$ cat config.mk
export PLATFORM = sky130hd
export DESIGN_NAME = bind_opcode_stream_decoder_top
export DESIGN_NICKNAME = d
export VERILOG_FILES = /design/src/bosd_pkg.sv /design/src/bind_opcode_stream_decoder_top.sv
export SDC_FILE = /design/constraint.sdc
export NUM_CORES = 2
export LEC_CHECK = 0
export ABC_AREA = 1
export BUFFER_PORTS_ARGS = -buffer_cell sky130_fd_sc_hd__buf_2
export CAP_MARGIN = 25
export CORE_ASPECT_RATIO = 0.8
export CORE_UTILIZATION = 50
export CTS_CLUSTER_DIAMETER = 120
export DETAILED_ROUTE_END_ITERATION = 6
export PLACE_DENSITY = 0.67
export SYNTH_ARGS = -nofsm -noshare
export SYNTH_HDL_FRONTEND = slang
export SYNTH_SLANG_ARGS = --single-unit
$ cat constraint.sdc
create_clock -name i_clk -period 30.7 [get_ports i_clk]
set_input_delay 1.535 -clock i_clk [delete_from_list [all_inputs] [get_ports i_clk]]
set_output_delay 1.535 -clock i_clk [all_outputs]
set_load 0.02 [all_outputs]
$ cat src/bosd_pkg.sv
package bosd_pkg;

    localparam int SEGMENT_ENTRIES    = 16;
    localparam int POINTER_BYTES      = 4;
    localparam int REGION_OFFSET_BITS = 24;

    localparam int SEG_IDX_W = (SEGMENT_ENTRIES > 1) ? $clog2(SEGMENT_ENTRIES) : 1;

    localparam int S_TDATA_W  = 48;
    localparam int M_TDATA_W  = 160;
    localparam int SYM_OUT_W  = 24;

    localparam logic [31:0] PTR_BYTES = 32'(POINTER_BYTES);

    localparam logic [3:0] OP_DONE          = 4'h0;
    localparam logic [3:0] OP_ORD_IMM       = 4'h1;
    localparam logic [3:0] OP_ORD_ULEB      = 4'h2;
    localparam logic [3:0] OP_ORD_SPECIAL   = 4'h3;
    localparam logic [3:0] OP_SET_SYMBOL    = 4'h4;
    localparam logic [3:0] OP_SET_TYPE      = 4'h5;
    localparam logic [3:0] OP_SET_ADDEND    = 4'h6;
    localparam logic [3:0] OP_SET_SEG_OFF   = 4'h7;
    localparam logic [3:0] OP_ADD_ADDR      = 4'h8;
    localparam logic [3:0] OP_BIND          = 4'h9;
    localparam logic [3:0] OP_BIND_ADD_ULEB = 4'hA;
    localparam logic [3:0] OP_BIND_ADD_IMM  = 4'hB;
    localparam logic [3:0] OP_BIND_REPEAT   = 4'hC;

    localparam logic CMD_STREAM  = 1'b0;
    localparam logic CMD_SEGMENT = 1'b1;

    typedef enum logic [8:0] {
        PH_OPCODE        = 9'b000000001,
        PH_ORD_ULEB      = 9'b000000010,
        PH_STRING        = 9'b000000100,
        PH_SLEB          = 9'b000001000,
        PH_SEG_ULEB      = 9'b000010000,
        PH_ADD_ULEB      = 9'b000100000,
        PH_BIND_ADD_ULEB = 9'b001000000,
        PH_COUNT_ULEB    = 9'b010000000,
        PH_SKIP_ULEB     = 9'b100000000
    } t_phase;

    typedef struct packed {
        logic                          symbol_valid;
        logic [SYM_OUT_W-1:0]          symbol_offset;
        logic [31:0]                   library_ordinal;
        logic [31:0]                   slot_stride;
        logic [31:0]                   repeat_count;
        logic [31:0]                   bind_address;
    } t_record;

endpackage

$ cat src/bind_opcode_stream_decoder_top.sv
// Channel   Dir  Beat fields (tdata low bit up)                              Accept
// s         in   tdata: data_byte[7:0] region_start[8] segment_index[12:9]   tvalid & tready
//                       segment_base[44:13]; tuser: cmd
// m         out  tdata: bind_address[31:0] repeat_count[63:32]              tvalid & tready
//                       slot_stride[95:64] library_ordinal[127:96]
//                       symbol_offset[151:128] symbol_valid[152]
//
// One beat per cycle sustained while the output is taken: a beat is captured in the input
// register, decoded against the parse state, and any run record lands in the output register.
// A run record is registered: its beat passes the input register, then the output register.
// Synchronous active-low reset clears the parse state (all but the run end), segment table and both valids.
// A full output register that is not taken holds the decode stage, and the input
// register then holds its beat; beats that produce no record also wait.
module bind_opcode_stream_decoder_top
    import bosd_pkg::*;
(
    input  logic                 i_clk,
    input  logic                 i_rst_n,
    input  logic                 i_s_tvalid,
    output logic                 o_s_tready,
    // data_byte, region_start, segment_index, segment_base, zero pad
    input  logic [S_TDATA_W-1:0] i_s_tdata,
    // cmd
    input  logic                 i_s_tuser,
    output logic                 o_m_tvalid,
    input  logic                 i_m_tready,
    // bind_address, repeat_count, slot_stride, library_ordinal,
    // symbol_offset, symbol_valid, zero pad
    output logic [M_TDATA_W-1:0] o_m_tdata
);

    logic                          r_in_valid;
    logic                          r_cmd;
    logic [7:0]                    r_byte;
    logic                          r_rs;
    logic [3:0]                    r_seg_idx;
    logic [31:0]                   r_seg_val;

    logic [31:0]                   r_seg_base [SEGMENT_ENTRIES];
    t_phase                        r_phase,   n_phase;
    logic [31:0]                   r_acc,     n_acc;
    logic [5:0]                    r_shift,   n_shift;
    logic [31:0]                   r_ord,     n_ord;
    logic [REGION_OFFSET_BITS-1:0] r_sym,     n_sym;
    logic                          r_symv,    n_symv;
    logic [31:0]                   r_addr,    n_addr;
    logic [31:0]                   r_cnt,     n_cnt;
    logic [3:0]                    r_pseg,    n_pseg;
    logic [REGION_OFFSET_BITS-1:0] r_pos,     n_pos;
    logic [31:0]                   r_run_end, n_run_end;

    logic                          r_out_valid;
    t_record                       r_out,     n_out;
    logic                          n_emit;

    t_phase                        e_phase;
    logic [31:0]                   e_acc, e_ord, e_addr, e_cnt;
    logic [5:0]                    e_shift;
    logic [REGION_OFFSET_BITS-1:0] e_sym, e_pos;
    logic                          e_symv;
    logic [3:0]                    e_pseg;

    logic [3:0]                    op, imm;
    logic [31:0]                   b7;
    logic                          take_en;
    logic [31:0]                   acc_new;
    logic [5:0]                    shift_new;
    logic                          uleb_done;
    logic [31:0]                   skip_prod, skip_term;
    logic [31:0]                   seg_rd, stride;
    logic                          advance;
    logic                          seg_wr;

    assign advance    = r_in_valid && (!r_out_valid || i_m_tready);
    assign o_s_tready = !r_in_valid || advance;
    assign o_m_tvalid = r_out_valid;
    assign o_m_tdata  = M_TDATA_W'(r_out);

    always_ff @(posedge i_clk) begin
        if (!i_rst_n) begin
            r_in_valid <= 1'b0;
        end else if (o_s_tready) begin
            r_in_valid <= i_s_tvalid;
        end
    end

    always_ff @(posedge i_clk) begin
        if (o_s_tready && i_s_tvalid) begin
            r_cmd     <= i_s_tuser;
            r_byte    <= i_s_tdata[7:0];
            r_rs      <= i_s_tdata[8];
            r_seg_idx <= i_s_tdata[12:9];
            r_seg_val <= i_s_tdata[44:13];
        end
    end

    always_comb begin
        e_phase = r_rs ? PH_OPCODE : r_phase;
        e_acc   = r_rs ? '0 : r_acc;
        e_shift = r_rs ? '0 : r_shift;
        e_ord   = r_rs ? '0 : r_ord;
        e_sym   = r_rs ? '0 : r_sym;
        e_symv  = r_rs ? 1'b0 : r_symv;
        e_addr  = r_rs ? '0 : r_addr;
        e_cnt   = r_rs ? '0 : r_cnt;
        e_pseg  = r_rs ? '0 : r_pseg;
        e_pos   = r_rs ? '0 : r_pos;
    end

    assign op        = r_byte[7:4];
    assign imm       = r_byte[3:0];
    assign b7        = {25'd0, r_byte[6:0]};
    assign take_en   = e_shift < 6'd32;
    assign acc_new   = e_acc | (take_en ? 32'(64'(b7) << e_shift) : 32'd0);
    assign shift_new = take_en ? e_shift + 6'd7 : e_shift;
    assign uleb_done = !r_byte[7];
    assign skip_prod = 32'(e_cnt * b7);
    assign skip_term = take_en ? 32'(skip_prod << e_shift) : 32'd0;
    assign seg_wr    = (r_cmd == CMD_SEGMENT) && (5'(r_seg_idx) < 5'(SEGMENT_ENTRIES));
    assign seg_rd    = (5'(e_pseg) < 5'(SEGMENT_ENTRIES))
                     ? r_seg_base[SEG_IDX_W'(e_pseg)] : 32'd0;

    always_comb begin
        n_phase   = e_phase;
        n_acc     = e_acc;
        n_shift   = e_shift;
        n_ord     = e_ord;
        n_sym     = e_sym;
        n_symv    = e_symv;
        n_addr    = e_addr;
        n_cnt     = e_cnt;
        n_pseg    = e_pseg;
        n_pos     = e_pos;
        n_run_end = r_run_end;
        n_emit    = 1'b0;
        stride    = PTR_BYTES;
        n_out.bind_address    = e_addr;
        n_out.repeat_count    = 32'd1;
        n_out.slot_stride     = PTR_BYTES;
        n_out.library_ordinal = e_ord;
        n_out.symbol_offset   = e_symv ? SYM_OUT_W'(e_sym) : '0;
        n_out.symbol_valid    = e_symv;

        if (r_cmd == CMD_STREAM) begin
            n_pos = e_pos + 1'b1;
            case (e_phase)
                PH_OPCODE: begin
                    case (op)
                        OP_ORD_IMM: begin
                            n_ord = {28'd0, imm};
                        end
                        OP_ORD_ULEB: begin
                            n_acc   = '0;
                            n_shift = '0;
                            n_phase = PH_ORD_ULEB;
                        end
                        OP_ORD_SPECIAL: begin
                            n_ord = (imm == 4'd0) ? 32'd0 : {28'hFFFFFFF, imm};
                        end
                        OP_SET_SYMBOL: begin
                            n_sym   = e_pos + 1'b1;
                            n_symv  = 1'b1;
                            n_phase = PH_STRING;
                        end
                        OP_SET_ADDEND: begin
                            n_phase = PH_SLEB;
                        end
                        OP_SET_SEG_OFF: begin
                            n_pseg  = imm;
                            n_acc   = '0;
                            n_shift = '0;
                            n_phase = PH_SEG_ULEB;
                        end
                        OP_ADD_ADDR: begin
                            n_acc   = '0;
                            n_shift = '0;
                            n_phase = PH_ADD_ULEB;
                        end
                        OP_BIND: begin
                            n_emit = 1'b1;
                            n_addr = e_addr + PTR_BYTES;
                        end
                        OP_BIND_ADD_ULEB: begin
                            n_acc   = '0;
                            n_shift = '0;
                            n_phase = PH_BIND_ADD_ULEB;
                        end
                        OP_BIND_ADD_IMM: begin
                            stride            = 32'((32'(imm) + 32'd1) * PTR_BYTES);
                            n_emit            = 1'b1;
                            n_out.slot_stride = stride;
                            n_addr            = e_addr + stride;
                        end
                        OP_BIND_REPEAT: begin
                            n_acc   = '0;
                            n_shift = '0;
                            n_phase = PH_COUNT_ULEB;
                        end
                        default: begin
                        end
                    endcase
                end
                PH_STRING: begin
                    if (r_byte == 8'd0) begin
                        n_phase = PH_OPCODE;
                    end
                end
                PH_SLEB: begin
                    if (uleb_done) begin
                        n_phase = PH_OPCODE;
                    end
                end
                PH_ORD_ULEB, PH_SEG_ULEB, PH_ADD_ULEB, PH_BIND_ADD_ULEB: begin
                    n_acc   = acc_new;
                    n_shift = shift_new;
                    if (uleb_done) begin
                        n_phase = PH_OPCODE;
                        case (e_phase)
                            PH_ORD_ULEB: begin
                                n_ord = acc_new;
                            end
                            PH_SEG_ULEB: begin
                                n_addr = seg_rd + acc_new;
                            end
                            PH_ADD_ULEB: begin
                                n_addr = e_addr + acc_new;
                            end
                            default: begin
                                stride            = PTR_BYTES + acc_new;
                                n_emit            = 1'b1;
                                n_out.slot_stride = stride;
                                n_addr            = e_addr + stride;
                            end
                        endcase
                    end
                end
                PH_COUNT_ULEB: begin
                    n_acc   = acc_new;
                    n_shift = shift_new;
                    if (uleb_done) begin
                        n_cnt     = acc_new;
                        n_run_end = e_addr + 32'(acc_new * PTR_BYTES);
                        n_acc     = '0;
                        n_shift   = '0;
                        n_phase   = PH_SKIP_ULEB;
                    end
                end
                PH_SKIP_ULEB: begin
                    n_acc     = acc_new;
                    n_shift   = shift_new;
                    n_run_end = r_run_end + skip_term;
                    if (uleb_done) begin
                        n_emit             = 1'b1;
                        n_out.repeat_count = e_cnt;
                        n_out.slot_stride  = acc_new + PTR_BYTES;
                        n_addr             = r_run_end + skip_term;
                        n_phase            = PH_OPCODE;
                    end
                end
                default: begin
                    n_phase = PH_OPCODE;
                end
            endcase
        end
    end

    always_ff @(posedge i_clk) begin
        if (!i_rst_n) begin
            r_phase <= PH_OPCODE;
            r_acc   <= '0;
            r_shift <= '0;
            r_ord   <= '0;
            r_sym   <= '0;
            r_symv  <= 1'b0;
            r_addr  <= '0;
            r_cnt   <= '0;
            r_pseg  <= '0;
            r_pos   <= '0;
            for (int i = 0; i < SEGMENT_ENTRIES; i++) begin
                r_seg_base[i] <= '0;
            end
        end else if (advance) begin
            r_phase <= n_phase;
            r_acc   <= n_acc;
            r_shift <= n_shift;
            r_ord   <= n_ord;
            r_sym   <= n_sym;
            r_symv  <= n_symv;
            r_addr  <= n_addr;
            r_cnt   <= n_cnt;
            r_pseg  <= n_pseg;
            r_pos   <= n_pos;
            if (seg_wr) begin
                r_seg_base[SEG_IDX_W'(r_seg_idx)] <= r_seg_val;
            end
        end
    end

    always_ff @(posedge i_clk) begin
        if (advance) begin
            r_run_end <= n_run_end;
        end
    end

    always_ff @(posedge i_clk) begin
        if (!i_rst_n) begin
            r_out_valid <= 1'b0;
        end else if (advance) begin
            r_out_valid <= n_emit;
        end else if (i_m_tready) begin
            r_out_valid <= 1'b0;
        end
    end

    always_ff @(posedge i_clk) begin
        if (advance && n_emit) begin
            r_out <= n_out;
        end
    end

endmodule
==> impl_metrics.toml <==
[worst_setup_path]
slowest_stage = "fa_1"
crit_type = "register to register"
crit_family = "adder cells"
cpMostUsedCell = "nand2_1"
max_stage_delay_ps = 550
reg2reg_depth = 42
crit_buf_inv = 7
worstReg2RegEnd = "r_addr[30]"
cp.arrival_ps = 10060
cp-end-kind = "register"
cp_max_fo = 105
cp_data_required_time_ps = 31310
cp-start-kind = "register"
reg2reg_from = "r_rs"
rrSetupSlack_ps = 21250

[logic_synthesis]
synth_most_common_cell = "nand2_1"
synthFlopType = "edfxtp_1"
ys_ff_latch = 941
synthAdderAreaFrac_pct = 8.267
synth-seq-area-share_pct = 44.61
synth.area.mux_share_pct = 0.1189
synth-xor-area-share_pct = 1.487
yosysUniqueCellTypes = 70
syn_inst = 7304
synth_async_sr_flop_share_pct = 0
synth_top_family_by_area = "simple AND/OR/NAND/NOR gates"
synth_edf_count = 743
yosys_warnings = 0
syn_area_um2 = 58910
synth_area_per_cell_um2 = 8.065
yosysTopAreaCell = "edfxtp_1"
yosysTopAreaCellShare_pct = 37.88
synth_simple_gate_area_share_pct = 23.92
synth_area_leaders = "edfxtp_1 38%, nand2_1 10%, nor2_1 7.0%"
synth_compound_area_share_pct = 14.28
synth_common_cells = "1645 x nand2_1, 1094 x nor2_1, 743 x edfxtp_1"

[die]
die_h_um = 309
die_w_um = 385.8
initial_utilization_pct = 50.46
io_pins = 215
fp-row-count = 112
dieArea_um2 = 119200
design.core.area_um2 = 116700

[min_path]
min_path_cells = 2
hold_end = "r_pos[7]"
min_from = "r_pos[7]"
hold_path_class = "register to register"

[global_routing]
grt.total_usage_pct = 34.25
antenna_found_initial = 7
grt_pass1_wl_mm = 306.6
grt_max_degree = 185
grt.overflow.total = 0
grt_pass1_vias = 48510

[clocking]
numCtsBuffers = 99
cts_root_buf = "clkbuf_16"
clockBufferDepth = 3
cts_tree = "built"
cts_resized = 0
cts_htree_levels = 3
ctsHoldBuffers = 0
clock-sinks = 941
cts_setup_buffers = 0
cts.reportedPaths.clkPinSlew_ps = 60
insertion_delay_ps = 730

[sta]
hold_viol_final = 0
period_share_pct = 30.78
fin_crit_ps = 9450
grt_setup_unrepaired = "false"
maxSlewViolCount = 0
skew_ps = 65.83
setup_viol = 0
fmax_mhz = 105.8
fin_ws_ps = 21250
worstMarginPinSlew_ps = 1065
maxSlewHeadroom_pct = 28.72
fin_setup_tns_ps = 0

[final_layout]
n_fill_cell = 10670
syn_to_final_growth_pct = 10.26
drive_gt1_share_pct = 8.562
fin_util_pct = 55.64
regArea_um2 = 26280
final_nets = 7702
multi_input_area_um2 = 28460

[job]
drv_cap = 0

[placed_design]
place_hpwl_mm = 141.9
pre_cts_ws_ps = 21550
io_buffer_count = 204
place_congestion = 1.018

[power]
vdd_drop_max_v = 0.00004746
power.density_nw_per_um2 = 48.64
p_leak_nw = 26.91

[drt]
via_per_inst = 5.972
num_vias = 53580
drtPass1Iterations = 7
drt_iter0_markers = 7359
antenna_left = 0
wl_per_cell_um = 23.18
drc = 4
routed_wl_mm = 208.0

[outcome]
violations = "design-rule violations"
status = "complete, but fails checks"
[worst min-delay path: stages, from the launching register on]
cell and delay [ps]:
dfxtp_1 310, nand2_1 60, a21oi_1 50
[placed cells by master, fill, tap and decap left out, types with 137 or more instances in the layout]
cell type / synthesis / layout
edfxtp_1: 743 / 743
inv_1: 670 / 665
o211ai_1: 152 / 152
ha_1: 170 / 170
nand2_1: 1645 / 1626
dfxtp_1: 198 / 198
a21oi_1: 548 / 547
buf_2: 21 / 204
o21ai_0: 413 / 413
nor2_1: 1094 / 1091
nand3_1: 466 / 466
fa_1: 137 / 137
[registers in the layout, summed over array words and instances, names as in the netlist, 32 cells and up]
| signal | cells |
|---|---|
| r_run_end | 32 |
| r_seg_val | 32 |
| r_ord | 32 |
| r_acc | 32 |
| r_cnt | 32 |
| r_seg_base | 512 |
| o_m_tdata | 153 |
| r_addr | 32 |
[worst max-delay path by stage]
stage,from,endpoint,depth (start not counted)
floorplan,i_m_tready,o_m_tdata[0],7
global placement,r_byte[1],r_addr[30],41
detailed placement,r_byte[1],r_addr[30],42
CTS,r_byte[1],r_run_end[30],38
global route,r_rs,r_addr[30],44
finish,r_rs,r_addr[30],42
[cell families after synthesis]
group	count (synthesis)
compound gates	1414
xor+xnor	100
fa+ha+maj	307
buf+inv	1117
flops	941
mux	7
other cells	1
simple gates	3417
[area by class of cell]
class | instances | area share, %
antenna | 4 | 0.01541
timing repair buffer | 340 | 3.502
clock buffer | 121 | 4.005
multi-input combinational | 5252 | 43.82
tap | 1539 | 2.965
sequential | 941 | 40.46
inverter | 708 | 4.136
clock inverter | 66 | 1.100
[power by group]
part | switching, W | internal [W] | total, W
Combinational | 0.000366 | 0.000139 | 0.000504
Clock | 0.000541 | 0.000695 | 0.00124
Sequential | 0.0000148 | 0.00140 | 0.00142
[layer usage]
layer  vias to the layer above  share of wire, %  wire length (um)  track usage [%]
li1                      24710                 -                 -                -
met1                     25570                43             90300            51.09
met2                      2932                41             85430            48.23
met3                       365                13             26220            9.489
met4                         4               2.9              5982            9.431
met5                         -             0.016                34                0
[metrics by stage]
| step | hold WS (ps) | instance area, um2 | power, W | cells |
|---|---|---|---|---|
| final | 462.9 | 64950 | 0.003159 | 8971 |
| after global routing | 475.1 | 64940 | 0.003256 | 8968 |
| after CTS | 464.5 | 64860 | 0.003154 | 8964 |
| after detailed placement | 455.1 | 61540 | 0.001932 | 8777 |
| after global placement | 448.1 | 61330 | 0.001924 | 8767 |
| after floorplan | 438.2 | 58930 | 0.001763 | 7310 |
No activity file was read; power rests on OpenSTA's default activity.
